[src/sv/prcs_pkg.sv]
`default_nettype none

package prcs_pkg;

    localparam int COUNTER_BITS_DEF = 16;
    localparam int DUTY_FRAC_BITS   = 16;
    localparam int DUTY_W           = DUTY_FRAC_BITS + 1;
    localparam int CLK_W            = 31;
    localparam int CODE_W           = 3;
    localparam int TCLK_W           = CLK_W + 1;
    localparam int FREQ_W           = 32;
    localparam int OUT_W            = 16;
    // wide enough for the 32-bit timer clock and for 2**COUNTER_BITS + 1
    localparam int DIV_W            = 33;
    localparam int ADDR_W           = 3;
    localparam int DATA_W           = 32;

    localparam logic [CLK_W-1:0]  BUS_CLOCK_RST  = CLK_W'(42000000);
    localparam logic [CODE_W-1:0] PRESC_CODE_RST = CODE_W'(4);

    // register select is byte address bit 2
    localparam logic REG_BUS_CLOCK  = 1'b0;
    localparam logic REG_PRESC_CODE = 1'b1;

    typedef struct packed {
        logic [FREQ_W-1:0] pwm_freq_hz;
        logic [16:0]       duty_fraction;
    } prcs_req_t;

    typedef struct packed {
        logic [OUT_W-1:0] prescaler;
        logic [OUT_W-1:0] reload;
        logic [OUT_W-1:0] compare;
    } prcs_rsp_t;

    typedef enum logic [1:0] {
        OP_PRESC,
        OP_QUOT,
        OP_ARR
    } prcs_op_t;

    typedef struct packed {
        logic     load;
        logic     need_mul;
        logic     need_fix;
        logic     start;
        prcs_op_t op;
        logic     save;
        logic     mul;
        logic     ccr;
        logic     fin;
    } prcs_cmd_t;

    typedef struct packed {
        logic div_done;
        logic out_free;
    } prcs_sts_t;

endpackage

`default_nettype wire

[src/sv/prcs_div.sv]
`default_nettype none

module prcs_div
    import prcs_pkg::*;
#(
    parameter int W = DIV_W
)
(
    input  wire logic         clk,
    input  wire logic         rst_n,
    input  wire logic         start,
    input  wire logic [W-1:0] dividend,
    input  wire logic [W-1:0] divisor,
    output logic              done,
    output logic [W-1:0]      quotient,
    output logic [W-1:0]      remainder
);

    localparam int CNT_W = $clog2(W);

    logic             busy_reg, busy_next;
    logic             done_reg, done_next;
    logic [CNT_W-1:0] cnt_reg, cnt_next;
    logic [W-1:0]     rem_reg, rem_next;
    logic [W-1:0]     quo_reg, quo_next;
    logic [W-1:0]     dvs_reg, dvs_next;

    logic [W:0] shifted;
    logic [W:0] diff;
    logic       ge;

    // one restoring step per cycle, quotient bits shift in from the right
    always_comb
    begin
        shifted   = {rem_reg, quo_reg[W-1]};
        diff      = shifted - {1'b0, dvs_reg};
        ge        = ~diff[W];
        busy_next = busy_reg;
        done_next = 1'b0;
        cnt_next  = cnt_reg;
        rem_next  = rem_reg;
        quo_next  = quo_reg;
        dvs_next  = dvs_reg;
        if (start)
        begin
            busy_next = 1'b1;
            cnt_next  = '0;
            rem_next  = '0;
            quo_next  = dividend;
            dvs_next  = divisor;
        end
        else if (busy_reg)
        begin
            rem_next = ge ? diff[W-1:0] : shifted[W-1:0];
            quo_next = {quo_reg[W-2:0], ge};
            cnt_next = cnt_reg + CNT_W'(1);
            if (cnt_reg == CNT_W'(W - 1))
            begin
                busy_next = 1'b0;
                done_next = 1'b1;
            end
        end
    end

    always_ff @(posedge clk or negedge rst_n)
    begin
        if (!rst_n)
        begin
            busy_reg <= 1'b0;
            done_reg <= 1'b0;
            cnt_reg  <= '0;
        end
        else
        begin
            busy_reg <= busy_next;
            done_reg <= done_next;
            cnt_reg  <= cnt_next;
        end
    end

    always_ff @(posedge clk)
    begin
        rem_reg <= rem_next;
        quo_reg <= quo_next;
        dvs_reg <= dvs_next;
    end

    assign done      = done_reg;
    assign quotient  = quo_reg;
    assign remainder = rem_reg;

endmodule

`default_nettype wire

[src/sv/prcs_ctrl.sv]
`default_nettype none

module prcs_ctrl
    import prcs_pkg::*;
(
    input  wire logic      clk,
    input  wire logic      rst_n,
    input  wire logic      req_valid,
    output logic           req_stall,
    input  wire prcs_sts_t sts,
    output prcs_cmd_t      cmd
);

    typedef enum logic [2:0] {
        S_IDLE,
        S_NEED,
        S_DIV_GO,
        S_DIV_WAIT,
        S_MUL,
        S_CCR,
        S_DONE
    } state_t;

    state_t   state_reg, state_next;
    prcs_op_t op_reg, op_next;

    always_comb
    begin
        state_next = state_reg;
        op_next    = op_reg;
        cmd        = '0;
        cmd.op     = op_reg;
        case (state_reg)
            S_IDLE:
            begin
                cmd.load     = req_valid;
                cmd.need_mul = req_valid;
                if (req_valid)
                begin
                    state_next = S_NEED;
                    op_next    = OP_PRESC;
                end
            end
            S_NEED:
            begin
                cmd.need_fix = 1'b1;
                state_next   = S_DIV_GO;
            end
            S_DIV_GO:
            begin
                cmd.start  = 1'b1;
                state_next = S_DIV_WAIT;
            end
            S_DIV_WAIT:
            begin
                if (sts.div_done)
                begin
                    cmd.save   = 1'b1;
                    state_next = S_DIV_GO;
                    case (op_reg)
                        OP_PRESC: op_next = OP_QUOT;
                        OP_QUOT:  op_next = OP_ARR;
                        OP_ARR:   state_next = S_MUL;
                        default:  state_next = S_IDLE;
                    endcase
                end
            end
            S_MUL:
            begin
                cmd.mul    = 1'b1;
                state_next = S_CCR;
            end
            S_CCR:
            begin
                cmd.ccr    = 1'b1;
                state_next = S_DONE;
            end
            S_DONE:
            begin
                // wait until the output register is empty or being drained
                if (sts.out_free)
                begin
                    cmd.fin    = 1'b1;
                    state_next = S_IDLE;
                end
            end
            default:
            begin
                state_next = S_IDLE;
            end
        endcase
    end

    always_ff @(posedge clk or negedge rst_n)
    begin
        if (!rst_n)
        begin
            state_reg <= S_IDLE;
            op_reg    <= OP_PRESC;
        end
        else
        begin
            state_reg <= state_next;
            op_reg    <= op_next;
        end
    end

    assign req_stall = (state_reg != S_IDLE);

endmodule

`default_nettype wire

[src/sv/prcs_dp.sv]
`default_nettype none

module prcs_dp
    import prcs_pkg::*;
#(
    parameter int COUNTER_BITS = COUNTER_BITS_DEF
)
(
    input  wire logic              clk,
    input  wire logic              rst_n,
    input  wire prcs_cmd_t         cmd,
    output prcs_sts_t              sts,
    input  wire prcs_req_t         req,
    input  wire logic [CLK_W-1:0]  bus_clock_hz,
    input  wire logic [CODE_W-1:0] bus_prescale_code,
    output logic                   rsp_valid,
    input  wire logic              rsp_stall,
    output prcs_rsp_t              rsp
);

    localparam int CB     = COUNTER_BITS;
    localparam int PROD_W = CB + 1 + DUTY_W;
    localparam int NPROD_W = 2 * TCLK_W;
    localparam logic [DIV_W-1:0]  CNT_MAX  = DIV_W'((64'd1 << CB) - 64'd1);
    localparam logic [DIV_W-1:0]  NEED_DIV = CNT_MAX + DIV_W'(2);
    // floor(2**32 / (2**CB + 1)); the estimate it gives is at most one low
    localparam logic [TCLK_W-1:0] NEED_RECIP =
        TCLK_W'((64'd1 << TCLK_W) / ((64'd1 << CB) + 64'd1));
    localparam logic [DUTY_W-1:0] DUTY_ONE = DUTY_W'(1) << DUTY_FRAC_BITS;
    localparam logic [PROD_W:0]   HALF     = (PROD_W + 1)'(1) << (DUTY_FRAC_BITS - 1);

    logic [FREQ_W-1:0]  freq_reg, freq_next;
    logic [DUTY_W-1:0]  duty_reg, duty_next;
    logic [NPROD_W-1:0] nprod_reg, nprod_next;
    logic [TCLK_W-1:0]  need_reg, need_next;
    logic [TCLK_W-1:0]  quot_reg, quot_next;
    logic [CB-1:0]      presc_reg, presc_next;
    logic [CB-1:0]      arr_reg, arr_next;
    logic [PROD_W-1:0]  prod_reg, prod_next;
    logic [CB-1:0]      ccr_reg, ccr_next;
    prcs_rsp_t          rsp_reg, rsp_next;
    logic               rsp_valid_reg, rsp_valid_next;

    logic [TCLK_W-1:0] tclk;
    logic [TCLK_W-1:0] need_est;
    logic [DIV_W-1:0]  need_back;
    logic [DIV_W-1:0]  need_rem;
    logic [DIV_W-1:0]  div_a;
    logic [DIV_W-1:0]  div_b;
    logic              div_done;
    logic [DIV_W-1:0]  div_q;
    logic [DIV_W-1:0]  div_r;
    logic [DIV_W-1:0]  p1;
    logic [DIV_W-1:0]  presc_full;
    logic [DIV_W-1:0]  arr_full;
    logic [DUTY_W-1:0] duty_in;
    logic [CB:0]       arr_p1;
    logic [PROD_W:0]   round_sum;
    logic [PROD_W:0]   ccr_full;

    // prescale codes 4 and above double the timer clock
    assign tclk = bus_prescale_code[CODE_W-1] ? {bus_clock_hz, 1'b0} : {1'b0, bus_clock_hz};

    always_comb
    begin
        case (cmd.op)
            OP_PRESC:
            begin
                div_a = DIV_W'(need_reg);
                div_b = DIV_W'(freq_reg);
            end
            OP_QUOT:
            begin
                div_a = DIV_W'(tclk);
                div_b = DIV_W'(freq_reg);
            end
            OP_ARR:
            begin
                // T / ((P+1)*F) taken as (T / F) / (P+1)
                div_a = DIV_W'(quot_reg);
                div_b = DIV_W'(presc_reg) + DIV_W'(1);
            end
            default:
            begin
                div_a = '0;
                div_b = DIV_W'(1);
            end
        endcase
    end

    prcs_div #(
        .W (DIV_W)
    ) u_div (
        .clk       (clk),
        .rst_n     (rst_n),
        .start     (cmd.start),
        .dividend  (div_a),
        .divisor   (div_b),
        .done      (div_done),
        .quotient  (div_q),
        .remainder (div_r)
    );

    always_comb
    begin
        duty_in    = DUTY_W'(req.duty_fraction);
        // reload bound T / (2**CB + 1): reciprocal estimate, then one correction
        need_est   = nprod_reg[NPROD_W-1:TCLK_W];
        need_back  = (DIV_W'(need_est) << CB) + DIV_W'(need_est);
        need_rem   = DIV_W'(tclk) - need_back;
        // smallest P + 1 is the rounded-up quotient, never below one
        p1         = div_q + DIV_W'(div_r != '0);
        presc_full = p1 - DIV_W'(1);
        arr_full   = (div_q != '0) ? div_q - DIV_W'(1) : div_q;
        arr_p1     = (CB + 1)'(arr_reg) + (CB + 1)'(1);
        round_sum  = (PROD_W + 1)'(prod_reg) + HALF;
        ccr_full   = round_sum >> DUTY_FRAC_BITS;

        freq_next      = freq_reg;
        duty_next      = duty_reg;
        nprod_next     = nprod_reg;
        need_next      = need_reg;
        quot_next      = quot_reg;
        presc_next     = presc_reg;
        arr_next       = arr_reg;
        prod_next      = prod_reg;
        ccr_next       = ccr_reg;
        rsp_next       = rsp_reg;
        rsp_valid_next = rsp_valid_reg;

        if (rsp_valid_reg && !rsp_stall)
        begin
            rsp_valid_next = 1'b0;
        end

        if (cmd.load)
        begin
            freq_next = (req.pwm_freq_hz == '0) ? FREQ_W'(1) : req.pwm_freq_hz;
            duty_next = (duty_in > DUTY_ONE) ? DUTY_ONE : duty_in;
        end

        if (cmd.need_mul)
        begin
            nprod_next = NPROD_W'(tclk) * NPROD_W'(NEED_RECIP);
        end

        if (cmd.need_fix)
        begin
            need_next = need_est + TCLK_W'(need_rem >= NEED_DIV) + TCLK_W'(1);
        end

        if (cmd.save)
        begin
            case (cmd.op)
                OP_PRESC: presc_next = (presc_full > CNT_MAX) ? CNT_MAX[CB-1:0]
                                                               : presc_full[CB-1:0];
                OP_QUOT:  quot_next = div_q[TCLK_W-1:0];
                OP_ARR:   arr_next = (arr_full > CNT_MAX) ? CNT_MAX[CB-1:0]
                                                           : arr_full[CB-1:0];
                default:  need_next = need_reg;
            endcase
        end

        if (cmd.mul)
        begin
            prod_next = PROD_W'(arr_p1) * PROD_W'(duty_reg);
        end

        if (cmd.ccr)
        begin
            ccr_next = (ccr_full > (PROD_W + 1)'(arr_reg)) ? arr_reg : ccr_full[CB-1:0];
        end

        if (cmd.fin)
        begin
            rsp_next.prescaler = OUT_W'(presc_reg);
            rsp_next.reload    = OUT_W'(arr_reg);
            rsp_next.compare   = OUT_W'(ccr_reg);
            rsp_valid_next     = 1'b1;
        end
    end

    always_ff @(posedge clk or negedge rst_n)
    begin
        if (!rst_n)
        begin
            rsp_valid_reg <= 1'b0;
        end
        else
        begin
            rsp_valid_reg <= rsp_valid_next;
        end
    end

    always_ff @(posedge clk)
    begin
        freq_reg  <= freq_next;
        duty_reg  <= duty_next;
        nprod_reg <= nprod_next;
        need_reg  <= need_next;
        quot_reg  <= quot_next;
        presc_reg <= presc_next;
        arr_reg   <= arr_next;
        prod_reg  <= prod_next;
        ccr_reg   <= ccr_next;
        rsp_reg   <= rsp_next;
    end

    assign sts.div_done = div_done;
    assign sts.out_free = ~rsp_valid_reg | ~rsp_stall;
    assign rsp_valid    = rsp_valid_reg;
    assign rsp          = rsp_reg;

endmodule

`default_nettype wire

[src/sv/pwm_prescaler_reload_compare_solver.sv]
// PWM timer settings solver: each request beat carries a PWM frequency in hertz
// (0 taken as 1) and a Q1.16 duty (65536 = fully on, larger values clamp) and
// yields one result beat with the prescaler, auto-reload and compare values for
// a COUNTER_BITS-wide timer clocked from the bus clock (doubled for prescale
// codes 4..7). Each request holds off the next until its result is loaded: one
// reciprocal multiply and one correction step for the reload bound, then three
// passes of one shared 33-bit restoring divider (prescaler, timer clock over
// frequency, reload), then one multiply and one rounding step for the compare
// value, then the load of the output register, which waits only while an
// earlier result is still stalled there. Results wait in that output register,
// so the next request is taken while the previous result is still stalled.
// Registers sit at byte address 0 (bus_clock_hz) and 4 (bus_prescale_code) and
// should be written only while no request is in flight.
`default_nettype none

module pwm_prescaler_reload_compare_solver
    import prcs_pkg::*;
#(
    parameter int COUNTER_BITS = COUNTER_BITS_DEF
)
(
    input  wire logic              clk,
    input  wire logic              rst_n,
    input  wire logic              psel,
    input  wire logic              penable,
    input  wire logic              pwrite,
    input  wire logic [ADDR_W-1:0] paddr,
    input  wire logic [DATA_W-1:0] pwdata,
    output logic [DATA_W-1:0]      prdata,
    output logic                   pready,
    input  wire logic              req_valid,
    output logic                   req_stall,
    input  wire prcs_req_t         req,
    output logic                   rsp_valid,
    input  wire logic              rsp_stall,
    output prcs_rsp_t              rsp
);

    logic [CLK_W-1:0]  bus_clock_reg, bus_clock_next;
    logic [CODE_W-1:0] presc_code_reg, presc_code_next;
    logic              wr_en;
    prcs_cmd_t         cmd;
    prcs_sts_t         sts;

    assign pready = 1'b1;
    assign wr_en  = psel & penable & pwrite;

    always_comb
    begin
        bus_clock_next  = bus_clock_reg;
        presc_code_next = presc_code_reg;
        if (wr_en)
        begin
            case (paddr[2])
                REG_BUS_CLOCK:  bus_clock_next = pwdata[CLK_W-1:0];
                REG_PRESC_CODE: presc_code_next = pwdata[CODE_W-1:0];
                default:        bus_clock_next = bus_clock_reg;
            endcase
        end
    end

    always_comb
    begin
        case (paddr[2])
            REG_BUS_CLOCK:  prdata = DATA_W'(bus_clock_reg);
            REG_PRESC_CODE: prdata = DATA_W'(presc_code_reg);
            default:        prdata = '0;
        endcase
    end

    always_ff @(posedge clk or negedge rst_n)
    begin
        if (!rst_n)
        begin
            bus_clock_reg  <= BUS_CLOCK_RST;
            presc_code_reg <= PRESC_CODE_RST;
        end
        else
        begin
            bus_clock_reg  <= bus_clock_next;
            presc_code_reg <= presc_code_next;
        end
    end

    prcs_ctrl u_ctrl (
        .clk       (clk),
        .rst_n     (rst_n),
        .req_valid (req_valid),
        .req_stall (req_stall),
        .sts       (sts),
        .cmd       (cmd)
    );

    prcs_dp #(
        .COUNTER_BITS (COUNTER_BITS)
    ) u_dp (
        .clk               (clk),
        .rst_n             (rst_n),
        .cmd               (cmd),
        .sts               (sts),
        .req               (req),
        .bus_clock_hz      (bus_clock_reg),
        .bus_prescale_code (presc_code_reg),
        .rsp_valid         (rsp_valid),
        .rsp_stall         (rsp_stall),
        .rsp               (rsp)
    );

endmodule

`default_nettype wire

[config.mk]
export PLATFORM = sky130hd
export DESIGN_NAME = pwm_prescaler_reload_compare_solver
export DESIGN_NICKNAME = d
export VERILOG_FILES = /design/src/sv/prcs_pkg.sv /design/src/sv/prcs_div.sv /design/src/sv/prcs_ctrl.sv /design/src/sv/prcs_dp.sv /design/src/sv/pwm_prescaler_reload_compare_solver.sv
export SDC_FILE = /design/constraint.sdc
export NUM_CORES = 2
export LEC_CHECK = 0
export BUFFER_PORTS_ARGS = -buffer_cell sky130_fd_sc_hd__buf_4
export CAP_MARGIN = 10
export CORE_ASPECT_RATIO = 0.7
export CORE_UTILIZATION = 30
export DETAILED_ROUTE_END_ITERATION = 8
export PLACE_DENSITY = 0.43
export SYNTH_ARGS = -nofsm -noshare
export SYNTH_HDL_FRONTEND = slang
export SYNTH_SLANG_ARGS = --single-unit
export TNS_END_PERCENT = 20
[constraint.sdc]
create_clock -name clk -period 8.7 [get_ports clk]
set_input_delay 1.74 -clock clk [delete_from_list [all_inputs] [get_ports clk]]
set_output_delay 1.74 -clock clk [all_outputs]
set_load 0.05 [all_outputs]
==> flow_summary.json <==
{
  "status": "completed",
  "hp-start": "u_dp.ccr_reg[13]",
  "grt_max_degree": 87,
  "grt_overflow": 0,
  "dr_wl_met3_um": 6768,
  "vias_per_cell": 4.701,
  "ys_seq_area_share_pct": 27.11,
  "clkLatencyLatePin_ns": 0.67,
  "synth_edf_count": 295,
  "worst_path_max_delay_cell": "dfstp_2",
  "num_vias": 27820,
  "place_hpwl_um": 96480,
  "drc": 0,
  "fin_ws_ns": 0.4810,
  "clockRootBuffer": "clkbuf_16",
  "final_max_slew_viol_count": 0,
  "cp-start-kind": "flop",
  "portBuffers": 168,
  "fin_crit_ns": 8.219,
  "h-tree-depth": 2,
  "fin_crit_sh_pct": 94.47,
  "largest_reg_flops": 48,
  "synthTopCellsByArea": "fa_1 (25%), edfxtp_1 (22%), ha_1 (10%)",
  "core_um2": 131000,
  "place_ws_ns": 0.1444,
  "post_drt_wl_per_cell_um": 19.93,
  "grt_util_all_layers_pct": 17.89,
  "grt_pass1_wl_um": 180200,
  "skew_ns": 0.04852,
  "critPathMaxStageDelay_ns": 0.80,
  "synthFlopType": "edfxtp_1",
  "clock_sinks": 376,
  "cts_buffers": 46,
  "start_util_pct": 30.23,
  "yosysUniqueCellTypes": 87,
  "rsz0062_at_grt": "false",
  "yosys.area.top_type": "fa_1",
  "synthCells": 3984,
  "crit_type": "reg2reg",
  "hold_ws_ns": 0.4190,
  "holdPathEnd": "u_dp.rsp[13]",
  "gp_congestion": 0.8782,
  "fillerInstances": 13550,
  "synth_area_per_cell_um2": 9.937,
  "r2r.worst_path.cells": 26,
  "cts_tree": "built",
  "max_clock_freq_mhz": 121.7,
  "async_flop_share_pct": 12.77,
  "synth_seq_cells": 376,
  "cp.arrival_ns": 8.61,
  "ioPinCount": 174,
  "cts_max_path_buffers": 3,
  "hold_path_class": "reg2reg",
  "holdPathStages": 0,
  "drive_above_1_share_pct": 10.40,
  "fp-row-count": 111,
  "reg2reg_from": "presc_code_reg[2]",
  "rr_endpoint": "u_dp.need_reg[15]",
  "firstDrtPassIters": 5,
  "drv_cap": 0,
  "ant_nets": 0,
  "highest_layer": "met4",
  "max-slew-margin-rel_pct": 29.38,
  "antenna_found_initial": 1,
  "die_area_um2": 133400,
  "end_kind": "flop",
  "die_y_um": 305.9,
  "worst_pin_slew_ns": 1.050,
  "yosysWarnings": 0,
  "final_hold_viol_count": 0,
  "required_ns": 9.10,
  "nets": 5042,
  "grt_pass1_vias": 28140,
  "routed_wl_um": 117900,
  "synth_top_area_share_pct": 24.88,
  "dieWidth_um": 436.2,
  "first_iter_violations": 1865,
  "drt-met1-wl_um": 63210,
  "crit_top_cell": "ha_1",
  "setup_violations": 0,
  "clk_pin_slew_ns": 0.07,
  "post-route-cell-area_um2": 44750,
  "tns_ns": 0,
  "placed_cell_area_um2": 43120,
  "syn_area_um2": 39590,
  "startpoint": "presc_code_reg[2]",
  "rrSetupSlack_ns": 0.48,
  "cp_max_fo": 21,
  "routed-wl-met2_um": 46510,
  "area_growth_pct": 13.04
}
==> metrics by stage <==
| step | cells | util (%) |
|---|---|---|
| after floorplan | 3985 | - |
| after global placement | 5828 | 32.93 |
| after detailed placement | 5828 | 32.93 |
| after CTS | 5913 | 34.13 |
| after global routing | 5915 | 34.16 |
| final | 5918 | 34.17 |
==> cell type report <==
class / instances / area [µm²] / area share (%)
inverters: 801 / 3007 / 6.718
well taps: 1751 / 2191 / 4.896
diodes: 3 / 7.507 / 0.01678
clock inverters: 21 / 259.0 / 0.5787
repair buffers: 249 / 1907 / 4.261
clock buffers: 64 / 1321 / 2.952
multi-input cells: 2653 / 25320 / 56.59
flip-flops and latches: 376 / 10740 / 23.99
==> synthesized netlist by cell type, drive strengths merged, types with 12 or more instances <==
cell	count
a21oi	173
nand3	60
and2	124
mux2	69
buf	17
edfxtp	295
dfxtp	33
nand2	327
dfrtp	38
nor2b	88
or3	16
a21o	54
mux2i	54
o21ai	118
a211oi	28
clkbuf	138
nor3	44
and3	28
o22ai	15
o21bai	12
xor2	72
xnor2	113
ha	332
fa	492
a221oi	23
nor2	159
nand4	45
inv	800
o21a	16
nand2b	29
nor4	39
==> per-layer routing <==
layer / GRT usage (%) / vias to the layer above
li1: - / 13290
met1: 28.73 / 13890
met2: 24.50 / 564
met3: 3.730 / 77
met4: 2.489 / 0
met5: 0 / -
==> worst max-delay path: cells and delay by family, from the launching register on <==
kind / cells / cell delay [ns]
xor+xnor: 2 / 0.28
fa+ha+maj: 4 / 1.22
mux: 1 / 0.50
flops: 1 / 0.80
compound gates: 7 / 2.01
simple gates: 9 / 2.56
buf+inv: 3 / 0.54
==> worst max-delay path by stage <==
stage	slack (ns)	cells past startpoint	end
2_1_floorplan	1.04	27	u_dp.prod_reg[33]
3_3_place_gp	0.11	27	u_dp.prod_reg[33]
3_5_place_dp	0.14	27	u_dp.prod_reg[33]
4_1_cts	0.09	27	u_dp.prod_reg[33]
5_1_grt	0.006	26	u_dp.need_reg[15]
6_report	0.48	26	u_dp.need_reg[15]
==> logic make-up (layout without fill, tap and decap cells) <==
| logic type | Yosys count | count (layout) | share of synthesized area, % |
|---|---|---|---|
| muxes | 123 | 123 | 3.360 |
| adders and majority gates | 824 | 824 | 35.37 |
| and+or+nand+nor | 991 | 991 | 12.49 |
| AOI/OAI and AO/OA | 527 | 527 | 8.442 |
| xor gates and xnor gates | 185 | 185 | 4.093 |
| other | 2 | 6 | 0.01897 |
| buffers and inverters | 956 | 1135 | 9.115 |
| DFF | 376 | 376 | 27.11 |
==> cell usage in the layout (no fill, tap or decap), drive strengths merged, types with 7 or more instances in the layout <==
cell type / instances
a211oi: 28
a21o: 54
a21oi: 173
a221oi: 23
a31oi: 11
and2: 124
and3: 28
buf: 249
clkbuf: 64
clkinv: 13
dfrtp: 38
dfstp: 10
dfxtp: 33
edfxtp: 295
fa: 492
ha: 332
inv: 804
mux2: 69
mux2i: 54
nand2: 327
nand2b: 29
nand3: 60
nand4: 45
nor2: 159
nor2b: 88
nor3: 44
nor4: 39
o211ai: 10
o21a: 16
o21ai: 118
o21bai: 12
o22ai: 15
o31a: 7
or3: 16
or4: 7
xnor2: 113
xor2: 72
==> timing repair <==
item	4_1_cts	5_1_grt
resized for setup	0	6
setup endpoints to repair	0	8
hold buffers	0	0
endpoints found under the hold margin	0	0
buffers inserted	0	2
Power is left out: the tool's default activity adds up to more than one toggle a clock period on the data nets, which glitch-free logic cannot reach.
